`config.mk`:
```
export PLATFORM = sky130hd
export DESIGN_NAME = rgbwb_lane
export DESIGN_NICKNAME = d
export VERILOG_FILES = /design/src/design/rgb_white_balance_color_classifier_core_macros.svh /design/src/design/rgbwb_pkg.sv /design/src/design/rgbwb_lane.sv
export SDC_FILE = /design/constraint.sdc
export NUM_CORES = 2
export LEC_CHECK = 0
export ABC_AREA = 1
export ABC_CLOCK_PERIOD_IN_PS = 7550
export BUFFER_PORTS_ARGS = -buffer_cell sky130_fd_sc_hd__buf_4
export CORE_MARGIN = 3
export CORE_UTILIZATION = 60
export DETAILED_ROUTE_END_ITERATION = 10
export PLACE_DENSITY = 0.82
export SLEW_MARGIN = 20
export SYNTH_ARGS = -nofsm -noshare
export SYNTH_HDL_FRONTEND = slang
export SYNTH_SLANG_ARGS = --single-unit
```
`constraint.sdc`:
```
create_clock -name i_clk -period 7.55 [get_ports i_clk]
set_input_delay 1.51 -clock i_clk [delete_from_list [all_inputs] [get_ports i_clk]]
set_output_delay 1.51 -clock i_clk [all_outputs]
set_load 0.03 [all_outputs]
```
`src/design/rgb_white_balance_color_classifier_core_macros.svh`:
```
// ----------------------------------------------------------------------------
// RGB white balance / color classifier - assertion macros
// Shared concurrent assertion forms used by the core top level.
// ----------------------------------------------------------------------------
`ifndef RGB_WHITE_BALANCE_COLOR_CLASSIFIER_CORE_MACROS_SVH
`define RGB_WHITE_BALANCE_COLOR_CLASSIFIER_CORE_MACROS_SVH

// Same-cycle implication, suspended while reset is low.
`define RGBWB_ASSERT_IMPLY(label, clk, rst_n, ante, cons, msg) \
    label: assert property (@(posedge clk) disable iff (!(rst_n)) \
        (ante) |-> (cons)) else $error(msg);

// Implication that lands a fixed number of cycles later.
`define RGBWB_ASSERT_DELAY(label, clk, rst_n, ante, dly, cons, msg) \
    label: assert property (@(posedge clk) disable iff (!(rst_n)) \
        (ante) |-> ##dly (cons)) else $error(msg);

`endif

```
`src/design/rgbwb_pkg.sv`:
```
// ----------------------------------------------------------------------------
// RGB white balance / color classifier - package
// Payload types, register map, reset values and color codes.
// ----------------------------------------------------------------------------
package rgbwb_pkg;

    localparam int CH_W            = 16;   // channel / reference width
    localparam int PCT_W           = 7;    // margin register width
    localparam int SAMPLE_BITS_DEF = 16;
    localparam int NUM_LANES       = 3;
    localparam int ADDR_W          = 5;    // six 32-bit registers
    localparam int DATA_W          = 32;
    localparam int IDX_W           = 3;

    // Raw register, multiplier, overflow check, one stage per quotient bit,
    // saturation.
    localparam int LANE_LAT = CH_W + 4;
    localparam int CLS_LAT  = 3;

    localparam logic [PCT_W-1:0] PCT_FULL = 7'd100;

    localparam logic [IDX_W-1:0] REG_RED_REF   = 3'd0;
    localparam logic [IDX_W-1:0] REG_GREEN_REF = 3'd1;
    localparam logic [IDX_W-1:0] REG_BLUE_REF  = 3'd2;
    localparam logic [IDX_W-1:0] REG_FULL_SCL  = 3'd3;
    localparam logic [IDX_W-1:0] REG_PRIM_PCT  = 3'd4;
    localparam logic [IDX_W-1:0] REG_FLAT_PCT  = 3'd5;

    localparam logic [CH_W-1:0]  RST_RED_REF   = 16'd8685;
    localparam logic [CH_W-1:0]  RST_GREEN_REF = 16'd8716;
    localparam logic [CH_W-1:0]  RST_BLUE_REF  = 16'd5886;
    localparam logic [CH_W-1:0]  RST_FULL_SCL  = 16'd17999;
    localparam logic [PCT_W-1:0] RST_PRIM_PCT  = 7'd20;
    localparam logic [PCT_W-1:0] RST_FLAT_PCT  = 7'd5;

    typedef enum logic [2:0] {
        COL_NONE    = 3'd0,
        COL_RED     = 3'd1,
        COL_GREEN   = 3'd2,
        COL_BLUE    = 3'd3,
        COL_YELLOW  = 3'd4,
        COL_CYAN    = 3'd5,
        COL_MAGENTA = 3'd6
    } t_color;

    typedef struct packed {
        logic [CH_W-1:0] red_raw;
        logic [CH_W-1:0] green_raw;
        logic [CH_W-1:0] blue_raw;
    } t_rgbwb_in;

    typedef struct packed {
        logic [CH_W-1:0] red_balanced;
        logic [CH_W-1:0] green_balanced;
        logic [CH_W-1:0] blue_balanced;
        logic [2:0]      detected_color;
        logic [2:0]      opposing_color;
    } t_rgbwb_out;

    function automatic t_color opposing(input t_color c);
        t_color o;
        unique case (c)
            COL_RED:     o = COL_YELLOW;
            COL_GREEN:   o = COL_MAGENTA;
            COL_BLUE:    o = COL_CYAN;
            COL_YELLOW:  o = COL_RED;
            COL_CYAN:    o = COL_BLUE;
            COL_MAGENTA: o = COL_GREEN;
            default:     o = COL_NONE;
        endcase
        return o;
    endfunction

endpackage

```
`src/design/rgbwb_lane.sv`:
```
// ----------------------------------------------------------------------------
// RGB white balance lane
// Scales one raw channel by maxref/ref through a pipelined restoring divider
// and saturates the quotient at full scale.
// ----------------------------------------------------------------------------
module rgbwb_lane #(
    parameter int SAMPLE_BITS = rgbwb_pkg::SAMPLE_BITS_DEF
) (
    input  logic                      i_clk,
    input  logic                      i_rst_n,
    input  logic                      i_valid,
    input  logic [rgbwb_pkg::CH_W-1:0] i_raw,
    input  logic [rgbwb_pkg::CH_W-1:0] i_ref,
    input  logic [rgbwb_pkg::CH_W-1:0] i_maxref,
    input  logic [rgbwb_pkg::CH_W-1:0] i_full_scale,
    output logic                      o_valid,
    output logic [rgbwb_pkg::CH_W-1:0] o_balanced
);
    import rgbwb_pkg::*;

    localparam int RAW_W = (SAMPLE_BITS < CH_W) ? SAMPLE_BITS : CH_W;
    localparam int NUM_W = RAW_W + CH_W;

    logic             r_v_raw;
    logic [RAW_W-1:0] r_raw;
    logic             r_v_num;
    logic [NUM_W-1:0] r_num;
    logic [NUM_W-1:0] n_num;

    logic [CH_W-1:0]  w_hi;

    logic             r_dv  [0:CH_W];
    logic             r_sat [0:CH_W];
    logic [CH_W-1:0]  r_rem [0:CH_W];
    logic [CH_W-1:0]  r_low [0:CH_W];
    logic [CH_W-1:0]  r_q   [0:CH_W];

    logic             r_v_out;
    logic [CH_W-1:0]  r_bal;
    logic [CH_W-1:0]  n_bal;

    assign n_num = NUM_W'(r_raw) * NUM_W'(i_maxref);
    assign w_hi  = CH_W'(r_num[NUM_W-1:CH_W]);

    always_ff @(posedge i_clk) begin
        if (!i_rst_n) begin
            r_v_raw  <= 1'b0;
            r_v_num  <= 1'b0;
            r_dv[0]  <= 1'b0;
        end else begin
            r_v_raw  <= i_valid;
            r_v_num  <= r_v_raw;
            r_dv[0]  <= r_v_num;
        end
        r_raw    <= i_raw[RAW_W-1:0];
        r_num    <= n_num;
        // A high part at or above the reference means a quotient of 2^16 or
        // more; a zero reference always lands here too.
        r_sat[0] <= (w_hi >= i_ref);
        r_rem[0] <= w_hi;
        r_low[0] <= r_num[CH_W-1:0];
        r_q[0]   <= '0;
    end

    genvar k;
    generate
        for (k = 0; k < CH_W; k++) begin : g_div
            logic [CH_W:0] w_trial;
            logic [CH_W:0] w_diff;
            logic          w_ge;

            assign w_trial = {r_rem[k], r_low[k][CH_W-1]};
            assign w_diff  = w_trial - {1'b0, i_ref};
            assign w_ge    = (w_trial >= {1'b0, i_ref});

            always_ff @(posedge i_clk) begin
                if (!i_rst_n) begin
                    r_dv[k+1] <= 1'b0;
                end else begin
                    r_dv[k+1] <= r_dv[k];
                end
                r_sat[k+1] <= r_sat[k];
                r_rem[k+1] <= w_ge ? w_diff[CH_W-1:0] : w_trial[CH_W-1:0];
                r_low[k+1] <= {r_low[k][CH_W-2:0], 1'b0};
                r_q[k+1]   <= {r_q[k][CH_W-2:0], w_ge};
            end
        end
    endgenerate

    assign n_bal = (r_sat[CH_W] || (r_q[CH_W] > i_full_scale)) ? i_full_scale
                                                                 : r_q[CH_W];

    always_ff @(posedge i_clk) begin
        if (!i_rst_n) begin
            r_v_out <= 1'b0;
        end else begin
            r_v_out <= r_dv[CH_W];
        end
        r_bal <= n_bal;
    end

    assign o_valid    = r_v_out;
    assign o_balanced = r_bal;

endmodule

```
After elaboration in Yosys (flattened, before gate mapping)
Memories as Yosys holds them, arrays and structs flattened. A register that Yosys moved wholly into a read port is not among the register bits.
Cells that the tools add are included.
{"block": "totals", "ramBits": 850, "ff_bits": 66, "in_bits": 67, "n_memories": 5, "out_inout_bits": 17, "wordCells": 100}
{"block": "classes", "add_sub_neg": 16, "multipliers": 1, "magnitude_cmp": 18, "bitwise_logic": 17, "n_mux": 36, "reduce_logical": 2}
{"name": "r_low", "words": 17, "width": 16, "rd": 16, "rd_clocked_by_memory_dff": 0, "write_ports": 17, "line_no": "rgbwb_lane.sv:35", "rtl": "logic [CH_W-1:0] r_low [0:CH_W];"}
{"name": "r_q", "words": 17, "width": 16, "rd": 17, "rd_clocked_by_memory_dff": 0, "write_ports": 17, "line_no": "rgbwb_lane.sv:36", "rtl": "logic [CH_W-1:0] r_q [0:CH_W];"}
{"name": "r_rem", "words": 17, "width": 16, "rd": 16, "rd_clocked_by_memory_dff": 0, "write_ports": 17, "line_no": "rgbwb_lane.sv:34", "rtl": "logic [CH_W-1:0] r_rem [0:CH_W];"}
{"name": "r_dv", "words": 17, "width": 1, "rd": 17, "rd_clocked_by_memory_dff": 1, "write_ports": 17, "line_no": "rgbwb_lane.sv:32", "rtl": "logic r_dv [0:CH_W];"}
{"name": "r_sat", "words": 17, "width": 1, "rd": 17, "rd_clocked_by_memory_dff": 0, "write_ports": 17, "line_no": "rgbwb_lane.sv:33", "rtl": "logic r_sat [0:CH_W];"}
{"cell": "$ge 17x16->1", "n": 16}
{"cell": "$mux 16", "n": 17}
{"cell": "$sub 16x16->16", "n": 16}
{"cell": "$mul 16x16->32", "n": 1}
{"cell": "$mux 1", "n": 19}
{"cell": "$or 1x1->1", "n": 17}
{"cell": "$ge 16x16->1", "n": 1}
{"cell": "$gt 16x16->1", "n": 1}
{"cell": "$logic_not 1->1", "n": 1}
{"cell": "$logic_or 1x1->1", "n": 1}

Logic depth before layout (Yosys ltp)
{"block": "logic_depth", "ltp_word": 3, "mapped_depth": 27, "depth_no_buf": 25}

Worst setup path after synthesis
Ideal clock, no wire load.
{"block": "synth_path", "kind": "input -> register", "startpoint": "in i_maxref[15] in the netlist's numbering", "endpoint": "reg r_num[29]", "slack_ps": 1022, "required_time_ps": 7438, "setup_ps": 112, "arrival_time_ps": 6415, "path_buffers": 2, "cell_stages": 20, "path_cell_list": "clkbuf_1 -> clkbuf_1 -> nand2_1 -> fa_1 -> fa_1 -> inv_1 -> fa_1 -> fa_1 -> fa_1 -> inv_1 -> fa_1 -> inv_1 -> ha_1 -> nand2_1 -> nor2_1 -> inv_1 -> nor4_1 -> nand2_1 -> nand3_1 -> nand2_1"}
{"block": "synth_between", "elab_chain_len": 1}
{"item": "start: declaration", "line_no": "rgbwb_lane.sv:14", "rtl": "input logic [rgbwb_pkg::CH_W-1:0] i_maxref,"}
{"item": "$mul 16x16->32", "line_no": "rgbwb_lane.sv:42", "rtl": "assign n_num = NUM_W'(r_raw) * NUM_W'(i_maxref);"}
{"item": "named net n_num[29]", "line_no": "rgbwb_lane.sv:28", "rtl": "logic [NUM_W-1:0] n_num;"}
{"item": "end signal: assignment", "line_no": "rgbwb_lane.sv:56", "rtl": "r_num <= n_num;"}
{"item": "end: declaration", "line_no": "rgbwb_lane.sv:27", "rtl": "logic [NUM_W-1:0] r_num;"}
The timed path passes the listed nets, and every way through them passes these cells.
A chain may end at the register's enable or synchronous reset.

Final worst setup path
{"block": "layout_path", "startpoint": "in i_maxref[12] in the netlist's numbering", "endpoint": "reg r_num[28]"}
The elaborated chain is that of the path after synthesis.

==> reports/qor.csv <==
stage;metric;value;unit
run_status;status;completed;
final_layout;share of cells above drive strength 1;5.38;%
die;die height;264;um
sta;Setup-failing EPs final;0;
clock_tree;H-tree levels;3;
clock_tree;Clk Latency, worst-skew pair;630;ps
logic_synthesis;xor/xnor cell area share of the yosys netlist;2.68;%
die;row cnt;93;
global_route;initial antenna violation count;2;
placement;GPL Wtd Cong;0.945;
detailed_routing;Routed WL;104000;um
sta;Final Hold Viols;0;
clock_tree;clock-pin slew on the worst setup and hold paths;60;ps
sta;Worst-Margin Slew;1170;ps
logic_synthesis;Synth Area in Adders;22.8;%
critical_path;Slowest-stage cell, CP;fa_1;
critical_path;CP delay by family, top;adder cells;
sta;Fmax achieved;168;MHz
critical_path;critical path endpoint category;register;
sta;final period utilization;79.0;%
critical_path;arrival time worst endpoint;6450;ps
sta;Worst slew margin;21.2;%
clock_tree;Resize count post-CTS;0;
logic_synthesis;FF+latch count, synth;629;
sta;post-layout min period;5960;ps
clock_tree;post-CTS setup buffer count;0;
die;Initial Util;61.2;%
die;DIE AREA;69500;um2
logic_synthesis;mux share of post-synthesis cell area;0;%
global_route;vias in the first global route;33400;
placement;Post-Place Setup Slack;977;ps
critical_path;CP max stage delay;550;ps
final_layout;commonest non-fill, non-tap cell in the layout;nand2_1;
clock_tree;clock sink count;629;
clock_tree;total CTS buffers;67;
critical_path;critical path, cell by cell;buf_4, nand2_1, inv_1, fa_1, inv_1, fa_1, inv_1, fa_1, fa_1, fa_1, inv_1, fa_1, inv_1, ha_1, a21oi_1, o21ai_0, nand2_1, nand2_1, a21oi_1, nand2_1, nand2_1, nand2_1;
sta;RSZ-0062 raised after global routing;no;
detailed_routing;vias per cell;5.44;
logic_synthesis;Syn Nets;6034;
logic_synthesis;Avg Cell Area, Syn;7.42;um2
logic_synthesis;simple logic cell fraction of the synthesized area;27.3;%
detailed_routing;DR DRC count;0;
placement;port bufs;83;
critical_path;kind of critical path;primary input to register;
critical_path;CP bufs+invs;6;
die;# IOs;84;
logic_synthesis;Mapped Cells;5366;
final_layout;post-layout net count;6085;
detailed_routing;Initial DRC Count;2466;
flow_run;Max-cap violations;0;
sta;Final TNS setup;0;ps
final_layout;Syn-to-layout area delta;8.93;%
clock_tree;clock root buffer;clkbuf_16;
sta;final worst slack;1590;ps
critical_path;critical-path maximum fanout;16;
logic_synthesis;total number of yosys warnings;0;
sta;Layout Skew;39.5;ps
global_route;Tot GR Track Use;29.8;%
critical_path;Setup crit start kind;primary input;
clock_tree;hold-fix buffers at CTS;0;
detailed_routing;antenna viol nets, final;0;
hold_path;Hold Crit Class;register to register;
detailed_routing;first drt pass iteration count;6;
sta;Max Slew Vio Count;0;
clock_tree;CTS tree;yes;
die;CORE AREA;65000;um2
logic_synthesis;largest family of logic cells by synthesized area;simple AND/OR/NAND/NOR gates;
critical_path;R2R setup slack;1780;ps
logic_synthesis;sequential element share of the synthesized area;31.6;%
global_route;first-pass GRT wire length;168000;um
logic_synthesis;mapped cell area;39800;um2
global_route;largest net degree at the start of global routing;21;
clock_tree;Longest Clk Path Bufs;3;
detailed_routing;WL per Instance;16.4;um
die;Die X;264;um
final_layout;most frequent cells in the layout;nand2_1, inv_1, dfxtp_1;
critical_path;WP data required;8040;ps
logic_synthesis;post-synthesis compound-gate area fraction;6.22;%
placement;DP Wirelength;77700;um
logic_synthesis;Yosys cell types;38;
final_layout;Final Core Density;66.7;%
detailed_routing;Vias;34400;
global_route;GRT overflow;0;
[layer usage]
| metal | vias to the layer above | wire (um) | track usage [%] |
|---|---|---|---|
| met3 | 351 | 8060 | 4.55 |
| met2 | 1326 | 48100 | 50.1 |
| met1 | 15800 | 41800 | 37.5 |
| met4 | 2 | 5860 | 14.5 |
| met5 | - | 13 | 0 |
| li1 | 16900 | - | - |
[cell usage after synthesis (all sizes together)]
library cell	number	share of area (%)
a21o	18	0.34
a21oi	276	3.5
a31oi	1	0.016
and2	19	0.30
buf	46	0.96
clkbuf	68	0.64
clkinv	1	0.0094
dfxtp	629	32
fa	209	11
ha	392	12
inv	821	7.7
nand2	1817	18
nand3	375	4.7
nand3b	22	0.41
nand4	38	0.60
nor2	280	2.8
nor3	56	0.75
nor4	3	0.063
nor4b	2	0.044
o211ai	2	0.038
o21a	18	0.34
o21ai	145	1.9
o21bai	3	0.057
or3	3	0.085
xnor2	32	0.70
xor2	90	2.0
[layout make-up]
class	instances	area, um2
Antenna cell	1	2.50
Tap cell	855	1070
Timing Repair Buffer	96	721
Fill cell	5542	21700
Clock buffer	78	1800
Multi-Input combinational cell	3801	23500
Inverter	822	3090
Clock inverter	43	604
Sequential cell	629	12600
[cells by family (layout without fill, tap and decap cells)]
logic type / count (synthesis) / count (layout)
other cells: 0 / 1
flops: 629 / 629
compound gates: 463 / 463
fa+ha+maj: 601 / 601
buf+inv: 936 / 1039
xor+xnor: 122 / 122
simple gates: 2615 / 2615
[path summary, 6_finish.rpt]
kind | endpoint | startpoint | cells after the start
min reg2reg | r_low[0][34] | r_low[0][17] | 0
max reg2reg | r_num[28] | r_raw[7] | 19
max | r_num[28] | i_maxref[12] | 22
min | r_low[0][34] | r_low[0][17] | 0
[per-stage QoR]
step / cell area, um2 / hold WS (ps) / std cells
3_5_place_dp: 41000 / 312 / 6203
4_1_cts: 43400 / 296 / 6324
3_3_place_gp: 41000 / 310 / 6203
6_report: 43400 / 294 / 6325
5_1_grt: 43400 / 289 / 6324
2_1_floorplan: 39800 / 310 / 5366
[sequential cells by signal, indices dropped and copies added, names as in the netlist]
name,cells
r_num,32
r_rem,256
r_q,136
r_v_num,1
r_v_raw,1
r_dv,17
o_balanced,16
o_valid,1
r_raw,16
r_low,136
r_sat,17
Power is not shown: default switching activity piles up to over one toggle a cycle in this logic, so the estimate is an artifact.
