==> config.mk <==
export PLATFORM = sky130hd
export DESIGN_NAME = rgbwb_classify
export DESIGN_NICKNAME = d
export VERILOG_FILES = /design/src/design/rgb_white_balance_color_classifier_core_macros.svh /design/src/design/rgbwb_pkg.sv /design/src/design/rgbwb_classify.sv
export SDC_FILE = /design/constraint.sdc
export NUM_CORES = 2
export LEC_CHECK = 0
export BUFFER_PORTS_ARGS = -buffer_cell sky130_fd_sc_hd__buf_2
export CAP_MARGIN = 20
export CORE_UTILIZATION = 50
export CTS_CLUSTER_DIAMETER = 150
export CTS_CLUSTER_SIZE = 14
export DETAILED_ROUTE_END_ITERATION = 6
export HOLD_SLACK_MARGIN = 0.02
export PLACE_DENSITY = 0.73
export SYNTH_ARGS = -nofsm -noshare
export SYNTH_HDL_FRONTEND = slang
export SYNTH_SLANG_ARGS = --single-unit
==> constraint.sdc <==
create_clock -name i_clk -period 13.7 [get_ports i_clk]
set_clock_uncertainty 0.2 [all_clocks]
set_input_delay 0.685 -clock i_clk [delete_from_list [all_inputs] [get_ports i_clk]]
set_output_delay 0.685 -clock i_clk [all_outputs]
set_load 0.01 [all_outputs]
==> src/design/rgb_white_balance_color_classifier_core_macros.svh <==
// ----------------------------------------------------------------------------
// RGB white balance / color classifier - assertion macros
// Shared concurrent assertion forms used by the core top level.
// ----------------------------------------------------------------------------
`ifndef RGB_WHITE_BALANCE_COLOR_CLASSIFIER_CORE_MACROS_SVH
`define RGB_WHITE_BALANCE_COLOR_CLASSIFIER_CORE_MACROS_SVH

// Same-cycle implication, suspended while reset is low.
`define RGBWB_ASSERT_IMPLY(label, clk, rst_n, ante, cons, msg) \
    label: assert property (@(posedge clk) disable iff (!(rst_n)) \
        (ante) |-> (cons)) else $error(msg);

// Implication that lands a fixed number of cycles later.
`define RGBWB_ASSERT_DELAY(label, clk, rst_n, ante, dly, cons, msg) \
    label: assert property (@(posedge clk) disable iff (!(rst_n)) \
        (ante) |-> ##dly (cons)) else $error(msg);

`endif

==> src/design/rgbwb_pkg.sv <==
// ----------------------------------------------------------------------------
// RGB white balance / color classifier - package
// Payload types, register map, reset values and color codes.
// ----------------------------------------------------------------------------
package rgbwb_pkg;

    localparam int CH_W            = 16;   // channel / reference width
    localparam int PCT_W           = 7;    // margin register width
    localparam int SAMPLE_BITS_DEF = 16;
    localparam int NUM_LANES       = 3;
    localparam int ADDR_W          = 5;    // six 32-bit registers
    localparam int DATA_W          = 32;
    localparam int IDX_W           = 3;

    // Raw register, multiplier, overflow check, one stage per quotient bit,
    // saturation.
    localparam int LANE_LAT = CH_W + 4;
    localparam int CLS_LAT  = 3;

    localparam logic [PCT_W-1:0] PCT_FULL = 7'd100;

    localparam logic [IDX_W-1:0] REG_RED_REF   = 3'd0;
    localparam logic [IDX_W-1:0] REG_GREEN_REF = 3'd1;
    localparam logic [IDX_W-1:0] REG_BLUE_REF  = 3'd2;
    localparam logic [IDX_W-1:0] REG_FULL_SCL  = 3'd3;
    localparam logic [IDX_W-1:0] REG_PRIM_PCT  = 3'd4;
    localparam logic [IDX_W-1:0] REG_FLAT_PCT  = 3'd5;

    localparam logic [CH_W-1:0]  RST_RED_REF   = 16'd8685;
    localparam logic [CH_W-1:0]  RST_GREEN_REF = 16'd8716;
    localparam logic [CH_W-1:0]  RST_BLUE_REF  = 16'd5886;
    localparam logic [CH_W-1:0]  RST_FULL_SCL  = 16'd17999;
    localparam logic [PCT_W-1:0] RST_PRIM_PCT  = 7'd20;
    localparam logic [PCT_W-1:0] RST_FLAT_PCT  = 7'd5;

    typedef enum logic [2:0] {
        COL_NONE    = 3'd0,
        COL_RED     = 3'd1,
        COL_GREEN   = 3'd2,
        COL_BLUE    = 3'd3,
        COL_YELLOW  = 3'd4,
        COL_CYAN    = 3'd5,
        COL_MAGENTA = 3'd6
    } t_color;

    typedef struct packed {
        logic [CH_W-1:0] red_raw;
        logic [CH_W-1:0] green_raw;
        logic [CH_W-1:0] blue_raw;
    } t_rgbwb_in;

    typedef struct packed {
        logic [CH_W-1:0] red_balanced;
        logic [CH_W-1:0] green_balanced;
        logic [CH_W-1:0] blue_balanced;
        logic [2:0]      detected_color;
        logic [2:0]      opposing_color;
    } t_rgbwb_out;

    function automatic t_color opposing(input t_color c);
        t_color o;
        unique case (c)
            COL_RED:     o = COL_YELLOW;
            COL_GREEN:   o = COL_MAGENTA;
            COL_BLUE:    o = COL_CYAN;
            COL_YELLOW:  o = COL_RED;
            COL_CYAN:    o = COL_BLUE;
            COL_MAGENTA: o = COL_GREEN;
            default:     o = COL_NONE;
        endcase
        return o;
    endfunction

endpackage

==> src/design/rgbwb_classify.sv <==
// ----------------------------------------------------------------------------
// RGB color classifier merge stage
// Combines the three balanced lanes into a detected and an opposing color.
// ----------------------------------------------------------------------------
module rgbwb_classify (
    input  logic                        i_clk,
    input  logic                        i_rst_n,
    input  logic                        i_valid,
    input  logic [rgbwb_pkg::CH_W-1:0]  i_ch [0:rgbwb_pkg::NUM_LANES-1],
    input  logic [rgbwb_pkg::PCT_W-1:0] i_prim_pct,
    input  logic [rgbwb_pkg::PCT_W-1:0] i_flat_pct,
    output logic                        o_valid,
    output rgbwb_pkg::t_rgbwb_out       o_out
);
    import rgbwb_pkg::*;

    localparam int PROD_W = CH_W + PCT_W + 1;

    // stage 1: extremes
    logic             r_v1;
    logic [CH_W-1:0]  r_c1 [0:NUM_LANES-1];
    logic [CH_W-1:0]  r_mx;
    logic [CH_W-1:0]  r_mn;
    logic [CH_W-1:0]  n_mx;
    logic [CH_W-1:0]  n_mn;

    // stage 2: scaled products
    logic              r_v2;
    logic [CH_W-1:0]   r_c2    [0:NUM_LANES-1];
    logic [PROD_W-1:0] r_c100  [0:NUM_LANES-1];
    logic [PROD_W-1:0] r_cmarg [0:NUM_LANES-1];
    logic [PROD_W-1:0] r_spread;
    logic [PROD_W-1:0] r_flat;
    logic [PCT_W:0]    w_marg;

    // stage 3: decision
    logic              w_beat [0:NUM_LANES-1][0:NUM_LANES-1];
    t_color            n_col;
    logic              r_v3;
    t_rgbwb_out        r_out;

    always_comb begin
        n_mx = i_ch[0];
        n_mn = i_ch[0];
        for (int i = 1; i < NUM_LANES; i++) begin
            if (i_ch[i] > n_mx) n_mx = i_ch[i];
            if (i_ch[i] < n_mn) n_mn = i_ch[i];
        end
    end

    assign w_marg = (PCT_W+1)'(PCT_FULL) + (PCT_W+1)'(i_prim_pct);

    always_ff @(posedge i_clk) begin
        if (!i_rst_n) begin
            r_v1 <= 1'b0;
            r_v2 <= 1'b0;
        end else begin
            r_v1 <= i_valid;
            r_v2 <= r_v1;
        end
        r_c1     <= i_ch;
        r_mx     <= n_mx;
        r_mn     <= n_mn;
        r_c2     <= r_c1;
        r_spread <= PROD_W'(r_mx - r_mn) * PROD_W'(PCT_FULL);
        r_flat   <= PROD_W'(r_mx) * PROD_W'(i_flat_pct);
        for (int i = 0; i < NUM_LANES; i++) begin
            r_c100[i]  <= PROD_W'(r_c1[i]) * PROD_W'(PCT_FULL);
            r_cmarg[i] <= PROD_W'(r_c1[i]) * PROD_W'(w_marg);
        end
    end

    always_comb begin
        for (int i = 0; i < NUM_LANES; i++) begin
            for (int j = 0; j < NUM_LANES; j++) begin
                w_beat[i][j] = (r_c100[i] > r_cmarg[j]);
            end
        end
    end

    always_comb begin
        priority if (r_spread <= r_flat) begin
            n_col = COL_NONE;
        end else if (w_beat[0][1] && w_beat[0][2]) begin
            n_col = COL_RED;
        end else if (w_beat[1][0] && w_beat[1][2]) begin
            n_col = COL_GREEN;
        end else if (w_beat[2][0] && w_beat[2][1]) begin
            n_col = COL_BLUE;
        end else if ((r_c2[0] > r_c2[2]) && (r_c2[1] > r_c2[2])) begin
            n_col = COL_YELLOW;
        end else if ((r_c2[1] > r_c2[0]) && (r_c2[2] > r_c2[0])) begin
            n_col = COL_CYAN;
        end else if ((r_c2[0] > r_c2[1]) && (r_c2[2] > r_c2[1])) begin
            n_col = COL_MAGENTA;
        end else begin
            n_col = COL_NONE;
        end
    end

    always_ff @(posedge i_clk) begin
        if (!i_rst_n) begin
            r_v3 <= 1'b0;
        end else begin
            r_v3 <= r_v2;
        end
        r_out.red_balanced   <= r_c2[0];
        r_out.green_balanced <= r_c2[1];
        r_out.blue_balanced  <= r_c2[2];
        r_out.detected_color <= n_col;
        r_out.opposing_color <= opposing(n_col);
    end

    assign o_valid = r_v3;
    assign o_out   = r_out;

endmodule

# After elaboration in Yosys (flattened, before gate mapping)
# Memories as Yosys holds them, arrays and structs flattened.
# Index checks and enable logic that the tools add are counted.
# word_totals
out_inout_bits,55
mem_bits_rw,135
wordCells,71
n_memories,2
regBits,230
# classes
n_eq_ne,6
multipliers,8
muxes,12
n_addsub,2
n_lt_le_gt_ge,17
n_reduce_logical,6
# memory_table
memory,words,width,read_ports,rd_ports_with_merged_regs,write_ports,line_no,source
r_cmarg,3,24,3,0,3,rgbwb_classify.sv:31,logic [PROD_W-1:0] r_cmarg [0:NUM_LANES-1];
r_c100,3,21,3,0,3,rgbwb_classify.sv:30,logic [PROD_W-1:0] r_c100 [0:NUM_LANES-1];
# op_table
cell,n
> comparator 24 bit,6
> comparator 16 bit,8
multiplier 16 x 8 -> 24 bit,3
two-way mux 16 bit,4
multiplier 16 x 5 -> 21 bit (second input constant),3
less-than comparator 16 bit,2
less-or-equal comparator 24 x 23 -> 1 bit,1
multiplier 24 x 5 -> 22 bit (second input constant),1
multiplier 16 x 7 -> 23 bit,1
two-way mux 3 bit,7
case mux 3 bit (6 select lines),1
subtractor 16 x 16 -> 17 bit,1
== test 3 bit (second input constant),3
adder 7 x 7 -> 8 bit (first input constant),1
== test 3 x 2 -> 1 bit (second input constant),2
logical AND 1 bit,6
== test 3 x 1 -> 1 bit (second input constant),1

# Depth between registers and ports, before layout
# depth
ltp_word,11
depth_mapped,23
depth_no_buf,23

# Least setup slack after synthesis
# OpenSTA, ideal clock, no wires.
# synth_path
path_kind,input port to flip-flop
start,input port i_prim_pct[2] in the netlist's numbering
end,memory r_cmarg[0][23] in the netlist's numbering
setup_time_ns,0.131
t_arrival_ns,6.006
path_stages,20
required_time_ns,13.369
path_slack_ns,7.363
path_buffers,1
cell_sequence,ha_1 a21oi_1 xor2_1 clkbuf_1 nand2_1 fa_1 fa_1 inv_1 fa_1 inv_1 fa_1 inv_1 ha_1 a21boi_1 o41ai_1 o21ai_1 o41ai_2 o21ai_1 a2111oi_0 nor3_1
# synth_rtl
item,line_no,source
start: declaration,rgbwb_classify.sv:10,"input logic [rgbwb_pkg::PCT_W-1:0] i_prim_pct,"
end: declaration,rgbwb_classify.sv:31,

==> summary.txt <==
Worst setup path
  • Crit path launch type: input pin
  • Critical path arrival: 7.38 ns
  • CP Max Fanout: 50
  • Worst setup EP type: flop
  • Worst Path Class, Setup: in -> reg
  • Critical Path RT: 14.01 ns

Global routing
  • First-pass GRT wire length: 147,000 µm
  • Vias in the first global route: 26,900
  • GRT overflow: 0
  • Largest net degree at the start of global routing: 51
  • GR Util All Layers: 25.6%
  • Antenna violations before repair: 9

Timing
  • Final worst path period need: 7.07 ns
  • Final period util: 51.6%
  • RSZ-0062 raised after global routing: false
  • Achievable Freq: 0.141 GHz
  • Min Hold Slack: 0.0537 ns
  • Relative slew slack: 32.9%
  • Pin slew with the least headroom to its limit: 1.00 ns
  • Final setup viols: 0
  • Pins Over Slew Limit: 0
  • Final hold viol count: 0
  • Final setup margin: 6.63 ns
  • Setup TNS: 0 ns

Yosys
  • Share of flip-flops with an asynchronous set or reset: 0%
  • Post-synth EDFFs: 0
  • Synth Cell Area: 36,000 µm²
  • Distinct cells, synth: 73
  • Syn Area/Cell: 9.12 µm²
  • Ys Warns: 0
  • Main flop type after synthesis: dfxtp_1
  • Flops & latches, synth: 356
  • Mapped Nets: 5,026
  • Post-Synthesis Cells: 3,950
  • Seq/Total Area, Yosys: 19.8%

Die
  • Initial Utilization: 50.5%
  • Io pins: 120
  • Die H: 270 µm
  • Core Region: 71,400 µm²
  • Die width: 270 µm
  • Row count: 98
  • Die area: 73,100 µm²

Layout
  • # nets final: 5,139
  • Commonest non-fill, non-tap cell in the layout: inv_1
  • Layout area overhead: 7.16%
  • Layout cells sized above 1: 5.00%
  • Fillcell total: 6,404
  • Seq. cell area: 7130 µm²
  • Multi-input logic area: 25,700 µm²
  • Final Util: 54.1%
  • Commonest non-fill, non-tap cells in the layout: inv_1 (790), ha_1 (640), fa_1 (371), dfxtp_1 (356), nand2_1 (279)

Placement
  • DP HPWL: 75,800 µm
  • Gp weighted congestion: 0.944
  • PortBufs: 119
  • Place WS: 6.08 ns

Power
  • PwrDens: 261 nW/µm²
  • Switch Pwr: 4.96 mW
  • Internal power: 5.10 mW
  • Sw Ratio: 49.3%
  • IR drop worst, VDD: 609 µV
  • Clk pwr share: 8.0%
  • Seq pwr share: 16.8%
  • Combinational Power Share: 75.2%
  • LEAKAGE: 20.4 nW

Run
  • MaxCap Viol Count: 0

Clock tree
  • Worst-path clk slew: 0.07 ns
  • Clock root buffer: clkbuf_16
  • CTS sink cnt: 356
  • Maximum clock insertion buffer count: 3
  • CTS tree: yes
  • Clock Latency Late Sink: 0.60 ns
  • H-tree depth: 1
  • CTS buffer count: 29

Route
  • Initial DRT Pass Iterations: 5
  • Routed wire length: 92,800 µm
  • Routed met3 length: 6280 µm
  • Via count: 27,400
  • Post-DR vias/cell: 5.45
  • M1 wire length: 39,200 µm
  • WL per Instance: 18.5 µm
  • Highest routed layer: met5
  • Antenna-violating nets left: 0
  • Residual DRC: 0
  • Met2 Wirelength: 43,700 µm
  • 1st-iter DRT viols: 1,837

Worst hold path
  • Hold Path Class: in -> reg

Status
  • Status: complete, no violations
[worst paths after layout]
check             cells past startpoint  slack (ns)                endpoint        startpoint
hold reg to reg                       0        0.15       o_out[32]$_DFF_P_  r_c2[26]$_DFF_P_
hold / removal                        1        0.05        r_c1[38]$_DFF_P_          i_ch[38]
setup / recovery                     24        6.63  r_cmarg[0][70]$_DFF_P_     i_prim_pct[2]
setup reg to reg                     15        7.62  r_cmarg[0][23]$_DFF_P_  r_c1[39]$_DFF_P_
[state kept, by name (all words and copies together), names as in the netlist]
name      flops
r_cmarg      72
o_out        54
r_c100       54
r_c1         48
r_c2         48
r_flat       23
r_spread     22
r_mn         16
r_mx         16
o_valid       1
r_v1          1
r_v2          1
[critical path, cell delays in order]
cell,delay (ns)
buf_2,0.07
buf_4,0.57
ha_1,0.38
a21oi_1,0.18
xor2_2,0.15
buf_4,0.37
nand2_1,0.13
fa_1,0.51
fa_1,0.54
inv_1,0.05
fa_1,0.52
inv_1,0.05
fa_1,0.52
inv_1,0.04
ha_1,0.33
o21a_1,0.18
o21a_1,0.16
o22ai_1,0.28
o21ai_1,0.17
o41ai_1,0.46
o21ai_0,0.29
o41ai_2,0.41
nand4_1,0.15
o211ai_1,0.11
[routing by layer]
| layer | GRT usage, % | vias to the layer above |
|---|---|---|
| met5 | 0 | - |
| met4 | 9.46 | 10 |
| met3 | 3.38 | 178 |
| met2 | 43.0 | 874 |
| met1 | 33.7 | 13200 |
| li1 | - | 13100 |
[logic make-up after synthesis]
kind of cell / Yosys count / share of synthesized area [%]
adders and majority gates: 1011 / 42.9
DFF: 356 / 19.8
muxes: 53 / 1.48
xor gates and xnor gates: 123 / 2.99
AOI/OAI and AO/OA: 534 / 9.82
buffers and inverters: 845 / 8.84
and+or+nand+nor: 1028 / 14.2
[area by class of cell]
type	instances	share of cell area, %
multi-input combinational	2749	66.7
sequential	356	18.5
inverter	791	7.69
tap	950	3.08
clock buffer	29	1.88
timing repair buffer	136	1.88
clock inverter	3	0.208
antenna	10	0.0648
[synth_stat cells (7+ instances only)]
library cell / count / area share, %
or2_2: 7 / 0.12
o31ai_1: 8 / 0.17
dfxtp_1: 356 / 20
nor2b_1: 36 / 0.63
nand4_1: 45 / 0.78
o21ai_1: 8 / 0.11
nand2_1: 279 / 2.9
clkbuf_1: 51 / 0.53
a211o_1: 8 / 0.19
nand3_1: 57 / 0.79
a211oi_1: 28 / 0.58
mux2i_1: 50 / 1.4
a31oi_1: 12 / 0.21
nor2_1: 211 / 2.2
nor3_1: 52 / 0.72
o21a_1: 26 / 0.54
inv_1: 790 / 8.2
and2_1: 231 / 4.0
o41ai_1: 7 / 0.17
ha_1: 640 / 22
o21bai_1: 19 / 0.40
a21oi_1: 163 / 2.3
a21o_1: 99 / 2.1
xnor2_1: 85 / 2.1
and3_1: 27 / 0.47
fa_1: 371 / 21
o211ai_1: 13 / 0.27
nand2b_1: 21 / 0.36
or3_1: 31 / 0.54
o21ai_0: 78 / 1.1
xor2_1: 38 / 0.92
nor4_1: 9 / 0.16
[per-stage QoR]
| step | instances | cell area (µm²) | power, mW |
|---|---|---|---|
| floorplan | 3950 | 36000 | 7.39 |
| global placement | 4981 | 37800 | 9.07 |
| detailed placement | 4981 | 37800 | 9.24 |
| CTS | 5014 | 38600 | 10.1 |
| global route | 5014 | 38600 | 11.2 |
| finish | 5024 | 38600 | 10.1 |
[repair_timing]
action	CTS	global route
hold buffers	1	0
endpoints found under the hold margin	1	0
setup buffers	0	0
resized for setup	0	0
[power by group through the flow]
| stage | Clock (mW) | Sequential (mW) | Combinational, mW |
|---|---|---|---|
| finish | 0.801 | 1.69 | 7.56 |
| floorplan | 0 | 1.57 | 5.82 |
| global route | 0.854 | 1.71 | 8.62 |
| detailed placement | 0 | 1.71 | 7.52 |
| CTS | 0.816 | 1.69 | 7.58 |
| global placement | 0 | 1.71 | 7.36 |
(Power assumes the default switching activity.)
